### config.mk
export PLATFORM = sky130hd
export DESIGN_NAME = instruction_word_decoder
export DESIGN_NICKNAME = d
export VERILOG_FILES = /design/src/hdl/iwd_pkg.sv /design/src/hdl/instruction_word_decoder.sv
export SDC_FILE = /design/constraint.sdc
export NUM_CORES = 1
export LEC_CHECK = 0
export ABC_AREA = 1
export BUFFER_PORTS_ARGS = -buffer_cell sky130_fd_sc_hd__buf_2
export CAP_MARGIN = 10
export CORE_ASPECT_RATIO = 0.7
export CORE_MARGIN = 4
export CORE_UTILIZATION = 58
export DETAILED_ROUTE_END_ITERATION = 6
export PLACE_DENSITY_LB_ADDON = 0.15
export SYNTH_ARGS = -nofsm -noshare
export SYNTH_HDL_FRONTEND = slang
export SYNTH_SLANG_ARGS = --single-unit
### constraint.sdc
create_clock -name clk -period 3.1 [get_ports clk]
set_input_delay 0.31 -clock clk [delete_from_list [all_inputs] [get_ports clk]]
set_output_delay 0.31 -clock clk [all_outputs]
set_load 0.02 [all_outputs]
### src/hdl/iwd_pkg.sv
// package with decoder codes, constants and the decode function
package iwd_pkg;

	localparam int unsigned InstrW = 32;
	localparam int unsigned IndexW = 30;

	localparam logic [23:0] Mask24 = 24'hFFFFFF;
	localparam logic [11:0] Mask12 = 12'hFFF;

	// mnemonic codes
	localparam logic [5:0] MnMrs   = 6'd16;
	localparam logic [5:0] MnMsr   = 6'd17;
	localparam logic [5:0] MnBx    = 6'd18;
	localparam logic [5:0] MnMul   = 6'd19;
	localparam logic [5:0] MnMla   = 6'd20;
	localparam logic [5:0] MnMull  = 6'd21;
	localparam logic [5:0] MnSwp   = 6'd25;
	localparam logic [5:0] MnSwpb  = 6'd26;
	localparam logic [5:0] MnLdr   = 6'd27;
	localparam logic [5:0] MnLdrh  = 6'd31;
	localparam logic [5:0] MnStrh  = 6'd32;
	localparam logic [5:0] MnLdrsb = 6'd33;
	localparam logic [5:0] MnLdrsh = 6'd34;
	localparam logic [5:0] MnLdm   = 6'd35;
	localparam logic [5:0] MnStm   = 6'd36;
	localparam logic [5:0] MnB     = 6'd37;
	localparam logic [5:0] MnSwi   = 6'd39;

	// operand form codes
	localparam logic [3:0] FmNone   = 4'd0;
	localparam logic [3:0] FmImm    = 4'd1;
	localparam logic [3:0] FmReg    = 4'd2;
	localparam logic [3:0] FmRegSi  = 4'd3;
	localparam logic [3:0] FmRegSr  = 4'd4;
	localparam logic [3:0] FmRrx    = 4'd5;
	localparam logic [3:0] FmAdImm  = 4'd6;
	localparam logic [3:0] FmAdReg  = 4'd7;
	localparam logic [3:0] FmAdScl  = 4'd8;
	localparam logic [3:0] FmAdRrx  = 4'd9;
	localparam logic [3:0] FmList   = 4'd10;
	localparam logic [3:0] FmTarget = 4'd11;
	localparam logic [3:0] FmSwiNum = 4'd12;
	localparam logic [3:0] FmRegOps = 4'd13;
	localparam logic [3:0] FmPsr    = 4'd14;

	localparam logic [1:0] ShRor = 2'd3;

	// one decoded result
	typedef struct packed {
		logic [5:0]  mnemonic;
		logic        undefined;
		logic [3:0]  cond;
		logic [3:0]  reg_hi;
		logic [3:0]  reg_mid;
		logic [3:0]  reg_shift;
		logic [3:0]  reg_lo;
		logic [3:0]  operand_form;
		logic [1:0]  shift_kind;
		logic [4:0]  shift_amount;
		logic [31:0] value;
		logic [9:0]  flag_bits;
	} dec_t;

	// rotated 8-bit immediate
	function automatic logic [31:0] rot_imm(input logic [31:0] w);
		logic [63:0] d;
		logic [4:0]  r;
		begin
			r = {w[11:8], 1'b0};
			d = {24'd0, w[7:0], 24'd0, w[7:0]} >> r;
			rot_imm = d[31:0];
		end
	endfunction

	function automatic logic [9:0] xfer_flags(input logic [31:0] w);
		xfer_flags = {6'd0, w[23], w[24], w[21], 1'b0};
	endfunction

	// full decode of one word, branch target sum done by the caller
	function automatic dec_t decode(input logic [31:0] w);
		dec_t        d;
		logic        ok;
		logic [3:0]  op;
		logic [3:0]  rn;
		logic [3:0]  rd;
		logic [3:0]  rs;
		logic [3:0]  kind;
		logic [7:0]  mid;
		begin
			d = '0;
			ok = 1'b1;
			op = w[24:21];
			rn = w[19:16];
			rd = w[15:12];
			rs = w[11:8];
			kind = w[7:4];
			mid = w[11:4];
			unique case (w[27:26])
				2'd0: begin
					if (w[25] || !w[4] || !w[7]) begin
						// data processing and status ops
						if (op[3:2] == 2'b10 && !w[20]) begin
							if (!op[0]) begin
								ok = (rn == 4'hF) && (w[11:0] == 12'd0) && !w[25];
								d.mnemonic = MnMrs;
								d.operand_form = FmPsr;
								d.flag_bits = {5'd0, w[22], 4'd0};
							end else begin
								d.flag_bits = {rn, 1'b0, w[22], 4'd0};
								if (w[25]) begin
									ok = (rd == 4'hF);
									d.mnemonic = MnMsr;
									d.operand_form = FmImm;
									d.value = rot_imm(w);
								end else if (kind == 4'd0 && rd == 4'hF && rs == 4'd0) begin
									d.mnemonic = MnMsr;
									d.operand_form = FmReg;
								end else if (op == 4'd9 && kind == 4'd1
										&& w[19:8] == Mask12) begin
									d.mnemonic = MnBx;
									d.operand_form = FmReg;
									d.flag_bits = '0;
								end else begin
									ok = 1'b0;
								end
							end
						end else begin
							if ((op == 4'd10 || op == 4'd11) && rd != 4'd0) ok = 1'b0;
							if ((op == 4'd13 || op == 4'd15) && rn != 4'd0) ok = 1'b0;
							d.mnemonic = {2'd0, op};
							d.flag_bits = {9'd0, w[20]};
							if (w[25]) begin
								d.operand_form = FmImm;
								d.value = rot_imm(w);
							end else if (mid == 8'd0) begin
								d.operand_form = FmReg;
							end else if (mid == 8'd6) begin
								d.operand_form = FmRrx;
								d.shift_kind = ShRor;
							end else begin
								d.shift_kind = w[6:5];
								if (!w[4]) begin
									d.operand_form = FmRegSi;
									d.shift_amount = w[11:7];
								end else begin
									if (w[7]) ok = 1'b0;
									d.operand_form = FmRegSr;
								end
							end
						end
					end else if (kind == 4'd9) begin
						// multiplies and swaps
						d.operand_form = FmRegOps;
						d.flag_bits = {9'd0, w[20]};
						unique case (op)
							4'd0: begin
								ok = (rd == 4'd0);
								d.mnemonic = MnMul;
							end
							4'd1: d.mnemonic = MnMla;
							4'd4, 4'd5, 4'd6, 4'd7: d.mnemonic = MnMull + {4'd0, op[1:0]};
							4'd8, 4'd10: begin
								ok = (rs == 4'd0);
								d.mnemonic = op[1] ? MnSwpb : MnSwp;
								d.flag_bits = '0;
							end
							default: ok = 1'b0;
						endcase
					end else begin
						// halfword and signed transfers
						if (kind == 4'd11) d.mnemonic = w[20] ? MnLdrh : MnStrh;
						else if (!w[20]) ok = 1'b0;
						else if (kind == 4'd13) d.mnemonic = MnLdrsb;
						else d.mnemonic = MnLdrsh;
						d.flag_bits = xfer_flags(w);
						if (w[22]) begin
							d.operand_form = FmAdImm;
							d.value = {24'd0, w[11:8], w[3:0]};
						end else begin
							if (rs != 4'd0) ok = 1'b0;
							d.operand_form = FmAdReg;
						end
						if (!w[24] && w[21]) ok = 1'b0;
					end
				end
				2'd1: begin
					// word and byte transfers
					d.mnemonic = MnLdr + {4'd0, !w[20], 1'b0} + {5'd0, w[22]};
					d.flag_bits = xfer_flags(w);
					if (!w[25]) begin
						d.operand_form = FmAdImm;
						d.value = {20'd0, w[11:0]};
					end else if (mid == 8'd0) begin
						d.operand_form = FmAdReg;
					end else if (w[4]) begin
						ok = 1'b0;
					end else begin
						d.shift_kind = w[6:5];
						d.shift_amount = w[11:7];
						if (w[6:5] == ShRor && w[11:7] == 5'd0) begin
							d.operand_form = FmAdRrx;
							d.shift_amount = 5'd0;
						end else begin
							d.operand_form = FmAdScl;
						end
					end
					if (!w[24] && w[21]) ok = 1'b0;
				end
				2'd2: begin
					if (w[25]) begin
						d.mnemonic = MnB + {5'd0, w[24]};
						d.operand_form = FmTarget;
					end else begin
						d.mnemonic = w[20] ? MnLdm : MnStm;
						d.operand_form = FmList;
						d.value = {16'd0, w[15:0]};
						d.flag_bits = xfer_flags(w) | {4'd0, w[22], 5'd0};
					end
				end
				default: begin
					ok = w[25] && w[24];
					d.mnemonic = MnSwi;
					d.operand_form = FmSwiNum;
					d.value = {8'd0, w[23:0] & Mask24};
				end
			endcase
			d.cond = w[31:28];
			d.reg_hi = rn;
			d.reg_mid = rd;
			d.reg_shift = rs;
			d.reg_lo = w[3:0];
			if (!ok) begin
				d = '0;
				d.undefined = 1'b1;
			end
			decode = d;
		end
	endfunction

endpackage

### src/hdl/instruction_word_decoder.sv
// top level of the instruction word decoder
//
//  channel   signals                          handshake
//  request   start, instr_word, word_index    start & !busy
//  result    done, mnemonic .. flag_bits      done, one cycle
//
// an accepted word passes the input register, then goes through the decode
// logic into the result register.
// a new word is taken every cycle; busy is always low.
// arst_n clears the valid bits of both stages, dropping any word in flight; otherwise no request is lost or repeated.
// the receiver cannot stall, so results simply stream out.
module instruction_word_decoder (
	input  logic        clk,
	input  logic        arst_n,
	input  logic        start,
	output logic        busy,
	input  logic [31:0] instr_word,
	input  logic [29:0] word_index,
	output logic        done,
	output logic [5:0]  mnemonic,
	output logic        undefined,
	output logic [3:0]  cond,
	output logic [3:0]  reg_hi,
	output logic [3:0]  reg_mid,
	output logic [3:0]  reg_shift,
	output logic [3:0]  reg_lo,
	output logic [3:0]  operand_form,
	output logic [1:0]  shift_kind,
	output logic [4:0]  shift_amount,
	output logic [31:0] value,
	output logic [9:0]  flag_bits
);

	logic        vld_s1;
	logic [31:0] word_s1;
	logic [29:0] idx_s1;
	logic        vld_s2;
	iwd_pkg::dec_t res_s2;
	iwd_pkg::dec_t dec;
	logic [31:0] target;

	assign busy = 1'b0;

	// input register
	always_ff @(posedge clk or negedge arst_n) begin
		if (!arst_n) begin
			vld_s1 <= 1'b0;
		end else begin
			vld_s1 <= start;
		end
	end

	always_ff @(posedge clk) begin
		if (start) begin
			word_s1 <= instr_word;
			idx_s1 <= word_index;
		end
	end

	// decode and branch target
	assign target = {idx_s1, 2'b00} + 32'd8 + {{6{word_s1[23]}}, word_s1[23:0], 2'b00};

	always_comb begin
		dec = iwd_pkg::decode(word_s1);
		if (!dec.undefined && dec.operand_form == iwd_pkg::FmTarget) dec.value = target;
	end

	// result register
	always_ff @(posedge clk or negedge arst_n) begin
		if (!arst_n) begin
			vld_s2 <= 1'b0;
		end else begin
			vld_s2 <= vld_s1;
		end
	end

	always_ff @(posedge clk) begin
		if (vld_s1) begin
			res_s2 <= dec;
		end
	end

	assign done = vld_s2;
	assign mnemonic = res_s2.mnemonic;
	assign undefined = res_s2.undefined;
	assign cond = res_s2.cond;
	assign reg_hi = res_s2.reg_hi;
	assign reg_mid = res_s2.reg_mid;
	assign reg_shift = res_s2.reg_shift;
	assign reg_lo = res_s2.reg_lo;
	assign operand_form = res_s2.operand_form;
	assign shift_kind = res_s2.shift_kind;
	assign shift_amount = res_s2.shift_amount;
	assign value = res_s2.value;
	assign flag_bits = res_s2.flag_bits;

endmodule

* Word level (Yosys, flattened, before mapping) *
Cells that the tools add are included.

storage, ports and cells
  output and inout port bits = 82
  ROM bits = 0
  flip-flop bits (word level) = 144
  latch bits = 0
  memories = 0
  RAM bits = 0
  word-level logic and storage cells = 172

operators by class
  add/sub/neg operators = 6
  magnitude comparators = 0
  eq/ne operators = 24
  bitwise logic cells = 1
  multiply operators = 0
  multiplexer cells = 87
  shifts and indexed selects = 1
  div/mod/pow operators = 0
  reduce and logical (&&, ||, !) cells = 37

operator list
  operator                                                               number
  32-bit two-way mux                                                     3
  32-bit case mux with 3 select lines                                    1
  42-bit two-way mux                                                     2
  74-bit two-way mux                                                     1
  4-bit equality test, second input constant                             12
  6-bit two-way mux                                                      7
  7-bit two-way mux                                                      6
  10-bit two-way mux                                                     4
  5-bit two-way mux                                                      8
  40-bit by 5-bit >> shifter with 32-bit output                          1
  32-bit adder                                                           1
  32-bit by 4-bit adder with 32-bit output, second input constant        1
  10-bit case mux with 3 select lines                                    1
  4-bit two-way mux                                                      7
  1-bit two-way mux                                                      27
  26-bit two-way mux                                                     1
  6-bit case mux with 4 select lines                                     1
  6-bit case mux with 3 select lines                                     1
  4-bit by 3-bit equality test with 1-bit output, second input constant  4
  4-bit zero test                                                        4
  8-bit two-way mux                                                      2
  7-bit case mux with 2 select lines                                     1
  1-bit logical AND                                                      13
  5-bit by 2-bit adder with 6-bit output, first input constant           2
  24 further kinds                                                       45

* Longest topological paths before layout *
Gate-level depths: netlist (run 1).

  depth in word-level cells = 17
  gate-level depth with buffers = 16
  gate-level depth less buffers = 16

* Worst setup path before layout (run 1) *
OpenSTA, ideal clock, no wires.

  kind = reg-to-reg
  from = register word_s1[1]
  to = register res_s2, in the netlist value[27], data pin
  buffers on the path = 0
  clock period less this slack = 2,590 ps
  stages on the path, launching flop included = 17
  arrival time = 2,337 ps
  library setup time = 253 ps
  slack = 510 ps
  path through = edfxtp_1 -> inv_1 -> ha_1 -> inv_1 -> ha_1 -> inv_1 -> fa_1 -> o21ai_0 -> nand2_1 -> nand2_1 -> nand3_1 -> nand2_1 -> nand2_1 -> nand3_1 -> nand2_1 -> nand3_1 -> nand2_1

RTL lines
  item                    line                            text
  start, declared         instruction_word_decoder.sv:35  logic [31:0] word_s1;
  start signal, assigned  instruction_word_decoder.sv:55  word_s1 <= instr_word;
  end signal, assigned    instruction_word_decoder.sv:79  res_s2 <= dec;
  end, declared           instruction_word_decoder.sv:38  iwd_pkg::dec_t res_s2;

==> results of run 1 <==
flip-flops by register name, indices dropped and copies added, names as in the netlist, 2 cells and up:
register	cells
cond	4
flag_bits	10
idx_s1	30
mnemonic	6
operand_form	4
reg_hi	4
reg_lo	4
reg_mid	4
reg_shift	4
shift_amount	5
shift_kind	2
value	32
word_s1	32
layout make-up:
class                   count  area, um^2
inverters                 132         499
clock buffers              18         429
multi-input cells         788        4240
flip-flops and latches    144        4320
fillers                  1217        4590
well taps                 200         250
clock inverters            14         109
repair buffers            193        1110
kinds of logic after synthesis:
group / synth area share
AND/OR/NAND/NOR: 0.255
adder cells (fa/ha/maj): 0.0887
AO/OA/AOI/OAI: 0.111
other: 0.000405
XOR/XNOR: 0.00284
flip-flops: 0.466
buffers and inverters: 0.0768
per-stage QoR:
stage	hold WS (ps)	instance area [um^2]	std cells	setup WS, ps
6_report	53.2	11000	1489	116
5_1_grt	39.9	11000	1489	5.65
4_1_cts	41.6	10900	1489	60.0
3_5_place_dp	96.3	10400	1456	74.8
3_3_place_gp	95.8	10400	1456	125
2_1_floorplan	14.4	9260	1095	510
power groups by stage:
stage	Sequential, uW	Combinational (uW)	Clock [uW]
4_1_cts	2460	1810	1920
3_5_place_dp	2500	1790	0
6_report	2470	1870	1910
2_1_floorplan	2640	999	0
3_3_place_gp	2490	1770	0
5_1_grt	2480	2020	2000
per-layer routing:
layer	share of wire	up-vias
met2	0.38	740
met5	0.0020	-
met4	0.021	2
li1	-	4091
met3	0.17	63
met1	0.42	4073
timing repair:
item	4_1_cts	5_1_grt
endpoints found under the setup margin	0	3
endpoints found under the hold margin	2	0
hold buffers	1	0
buffers inserted	0	0
resized for setup	0	2
Yosys cell counts, types with 3 or more instances:
master    instances
nor2_2            3
nor3_1           16
a31oi_1           5
ha_1             64
buf_2             6
a21o_1            4
nand4_1          11
a21oi_1          55
nand3b_1          3
o21ai_0          63
o221ai_1          7
nand3_1          75
edfxtp_1        142
clkbuf_1          9
inv_2             6
nor2_4            3
inv_1           123
or2_2            21
buf_6             8
o22ai_1           6
nor2_1          108
nand2_1         284
nor4_1            4
o21ai_1           3
nand2_2           7
o21a_1            3
buf_4             7
nand3_2           3
o211ai_1          7
worst max-delay path: stages (launching register included):
cell,delay (ps)
edfxtp_1,410
inv_1,180
ha_1,260
inv_1,60
ha_1,160
inv_1,80
fa_1,450
o21ai_1,210
nand2_1,70
nand2_1,160
nand2_1,90
nand3_2,150
nand2_1,90
nand2_1,70
nand2_1,50
nand3_1,100
nand2_1,130
worst min path at each step:
stage,end,from,slack [ps]
2_1_floorplan,done,arst_n,10
3_3_place_gp,done,arst_n,100
3_5_place_dp,done,arst_n,100
4_1_cts,idx_s1[27],word_index[27],40
5_1_grt,word_s1[10],instr_word[10],40
6_report,idx_s1[20],word_index[20],50
==> impl_metrics.yaml, run 1 <==
cts:
  cts_buffer_depth: 2
  tritoncts: "yes"
  clockRootBuffer: "clkbuf_16"
  htree_levels: 4
  numCtsBuffers: 17
  insertion_delay_ps: 430
  cts.reportedPaths.clkPinSlew_ps: 60
  numClockSinks: 144
floorplanning:
  fp.dieW_um: 159
  rows: 38
  ioPinCount: 147
  start_util: 0.595
  die-height_um: 114
  core_area_mm2: 0.0155
  dieArea_mm2: 0.0181
yosys:
  synth_cells: 1095
  yosysTopAreaCellShare: 0.461
  ys_seq_area_frac: 0.466
  synth_nets: 1225
  synth_area_leader_cell: "edfxtp_1"
  async_reset_ff_frac: 0.0139
  synth_flop_cell: "edfxtp_1"
  avgSynthCellArea_um2: 8.45
  synthTopCellsByArea: "edfxtp_1, nand2_1, ha_1"
  ys_ff_latch: 144
  synth_edf_count: 142
  synth_cell_types: 56
  ys_warn_count: 0
  syn-cell-area_mm2: 0.00926
timing:
  setup_viol_count_final: 0
  fmax_ghz: 0.335
  drv_slew: 0
  finalCritPeriodShare: 0.963
  tns_ps: 0
  rsz0062_at_grt: "no"
  timing.final.hold_violations: 0
  slew_headroom: 0.513
  min_period_ps: 2980
  skew_ps: 7.05
  tightest_slew_ps: 722
power:
  p_leak_uw: 0.00512
  vdd.ir_drop.worst_mv: 0.419
  comb_power_share: 0.300
  swShare: 0.360
  p_int_uw: 4000
  powerDensity_mw_per_mm2: 570
  p_total_uw: 6250
  p_seq_frac: 0.395
  p_clk_frac: 0.305
  p_switching_uw: 2250
worst_setup_path:
  startpoint: "word_s1[1]"
  r2r_end: "value[21]"
  cp_max_fo: 5
  start_kind: "flip-flop"
  critPathArrivalTime_ps: 3140
  r2r-start: "word_s1[1]"
  r2r_slack_ps: 120
  cp.required_ps: 3250
  crit_type: "reg -> reg"
  crit_end: "value[21]"
  crit_path_end_kind: "flip-flop"
  reg2reg_depth: 16
run:
  maxCapViolCount: 0
grt:
  grt_util_met2: 0.470
  grt_overflow: 0
  grt_pass1_wl_um: 47800
  grt_busiest_layer: "met1"
  grt_max_degree: 43
  use_met1: 0.514
  antenna_found_initial: 1
  grt_pass1_vias: 8281
  use_met3: 0.151
  track_usage: 0.349
outcome:
  outcome: "completed"
layout:
  synthToLayoutAreaGrowth_pct: 18.4
  final_nets: 1406
  layout_commonest_cell: "nand2_1"
  num_antenna_cells: 0
  final_util: 0.705
  final_cell_mix: "nand2_1, buf_2, edfxtp_1"
  drive_gt1_frac: 0.213
route:
  postRouteAntennaNets: 0
  drt-initial-drc-count: 1218
  drc: 0
  wl_um: 31700
  routed_via_density: 6.02
  wl_per_cell_um: 21.3
  dr.pass1.iters: 7
  vias: 8969
placed_design:
  place_congestion: 1.07
  port_buffers: 145
  dp_hpwl_um: 24500
worst_hold_path:
  hold_depth: 1
  hold_class: "in -> reg"
Note: power is estimated with default switching activity, not from simulation.
==> inputs of run 2 (changes only) <==
--- a/config.mk
+++ b/config.mk
@@ -12,7 +12,7 @@
 export CORE_MARGIN = 4
 export CORE_UTILIZATION = 58
 export DETAILED_ROUTE_END_ITERATION = 6
-export PLACE_DENSITY_LB_ADDON = 0.15
+export PLACE_DENSITY_LB_ADDON = 0.12
 export SYNTH_ARGS = -nofsm -noshare
 export SYNTH_HDL_FRONTEND = slang
 export SYNTH_SLANG_ARGS = --single-unit
==> run 2 against run 1 <==
- sequential power about the same
- maximum frequency rose by 0.69%
- clock skew rose by 5.8 ps
- largest cell class unchanged
- highest routed layer is now met4
==> impl_metrics.yaml, run 2 (synthesis results as in run 1) <==
cts:
  cts.reportedPaths.clkPinSlew_ps: 70
  numCtsBuffers: 17
  numClockSinks: 144
  insertion_delay_ps: 430
  htree_levels: 4
  cts_buffer_depth: 2
  tritoncts: "yes"
  clockRootBuffer: "clkbuf_16"
power:
  p_total_uw: 6410
  p_leak_uw: 0.00510
  vdd.ir_drop.worst_mv: 0.397
  powerDensity_mw_per_mm2: 585
layout:
  final_nets: 1402
  final_cell_count_no_fill: 1485
  fill_cells: 1201
  final_cell_mix: "nand2_1, buf_2, edfxtp_1"
  num_antenna_cells: 0
  layout_commonest_cell: "nand2_1"
  synthToLayoutAreaGrowth_pct: 18.5
  drive_gt1_frac: 0.210
  fin_area_mm2: 0.0110
timing:
  skew_ps: 12.9
  tightest_slew_ps: 1140
  drv_slew: 0
  fmax_ghz: 0.337
  tns_ps: 0
  rsz0062_at_grt: "no"
  slew_headroom: 0.237
  finalCritPeriodShare: 0.956
  setup_viol_count_final: 0
  timing.final.hold_violations: 0
  min_period_ps: 2960
worst_setup_path:
  crit_path_end_kind: "flip-flop"
  startpoint: "word_s1[1]"
  crit_type: "reg -> reg"
  start_kind: "flip-flop"
  reg2reg_depth: 16
  r2r_end: "value[21]"
  cp_max_fo: 5
  crit_end: "value[21]"
  r2r_slack_ps: 140
  r2r-start: "word_s1[1]"
  cp.required_ps: 3290
  critPathArrivalTime_ps: 3150
grt:
  track_usage: 0.350
  grt_overflow: 0
  antenna_found_initial: 0
  grt_max_degree: 82
  grt_pass1_vias: 8254
  grt_pass1_wl_um: 48500
placed_design:
  port_buffers: 145
  dpl_cell_area_mm2: 0.0104
  dp_hpwl_um: 24300
  place_congestion: 1.08
  dp_cells: 1452
route:
  drc: 0
  postRouteAntennaNets: 0
  drt-initial-drc-count: 1281
  wl_um: 31600
  wl_per_cell_um: 21.3
  dr.pass1.iters: 7
  vias: 8929
  routed_via_density: 6.01
floorplanning:
  rows: 38
  dieArea_mm2: 0.0181
  ioPinCount: 147
  start_util: 0.595
  die-height_um: 114
  fp.dieW_um: 159
  core_area_mm2: 0.0155
worst_hold_path:
  hold_class: "in -> reg"
  hold_depth: 1
outcome:
  outcome: "completed"
run:
  maxCapViolCount: 0
==> run 2: cell count changes in the layout (fill, tap and decap cells not counted), moves of 2 or more <==
cell        delta
buf_4          -4
inv_6          -3
bufinv_16      +2
clkbuf_1       +2
clkinvlp_4     +3
clkinv_1       -2
==> run 2: worst max-delay path: stages, from the launching register on <==
cell,delay (ps)
edfxtp_1,420
inv_2,150
ha_1,260
inv_1,60
ha_1,190
inv_1,100
fa_1,450
o21ai_1,230
nand2_1,90
nand2_1,150
nand2_1,80
nand3_1,190
nand2_1,110
nand2_1,70
nand2_1,50
nand3_1,70
nand2_1,60
==> run 2: worst min-delay path by stage <==
stage / end / from / slack (ps)
after floorplan: done / arst_n / 10
after global placement: done / arst_n / 100
after detailed placement: vld_s1 / arst_n / 100
after CTS: idx_s1[10] / word_index[10] / 40
after global routing: idx_s1[8] / word_index[8] / 40
final: word_s1[27] / instr_word[27] / 50
==> run 2: layout make-up <==
cell class	instances	area (um^2)	area share
flip-flops and latches	144	4320	0.394
multi-input cells	788	4230	0.386
repair buffers	189	1080	0.0988
inverters	132	499	0.0455
clock buffers	21	450	0.0411
well taps	200	250	0.0228
clock inverters	11	133	0.0121
==> run 2: metal layers <==
| layer | share of wire | vias up | global-route usage |
|---|---|---|---|
| li1 | - | 4074 | - |
| met1 | 0.44 | 4077 | 0.537 |
| met2 | 0.38 | 732 | 0.480 |
| met3 | 0.16 | 46 | 0.128 |
| met4 | 0.014 | 0 | 0.0647 |
| met5 | 0 | - | 0 |
==> run 2: power breakdown <==
part           switching [uW]  total (uW)  internal, uW
Sequential                115        2480          2370
Combinational            1260        1860           598
Clock                     858        2070          1210
Total                    2230        6410          4180
==> run 2: through the flow <==
step | hold slack (ps) | setup WS [ps] | utilization
floorplan | 14.4 | 510 | -
global placement | 95.8 | 326 | 0.667
detailed placement | 98.1 | 225 | 0.667
CTS | 44.4 | 113 | 0.705
global route | 41.0 | 34.0 | 0.705
finish | 53.2 | 136 | 0.705
==> run 2: repair_timing <==
action | 4_1_cts | 5_1_grt
endpoints found under the hold margin | 2 | 0
hold buffers | 1 | 0
buffers inserted | 0 | 0
resized for setup | 0 | 2
setup endpoints to repair | 0 | 5
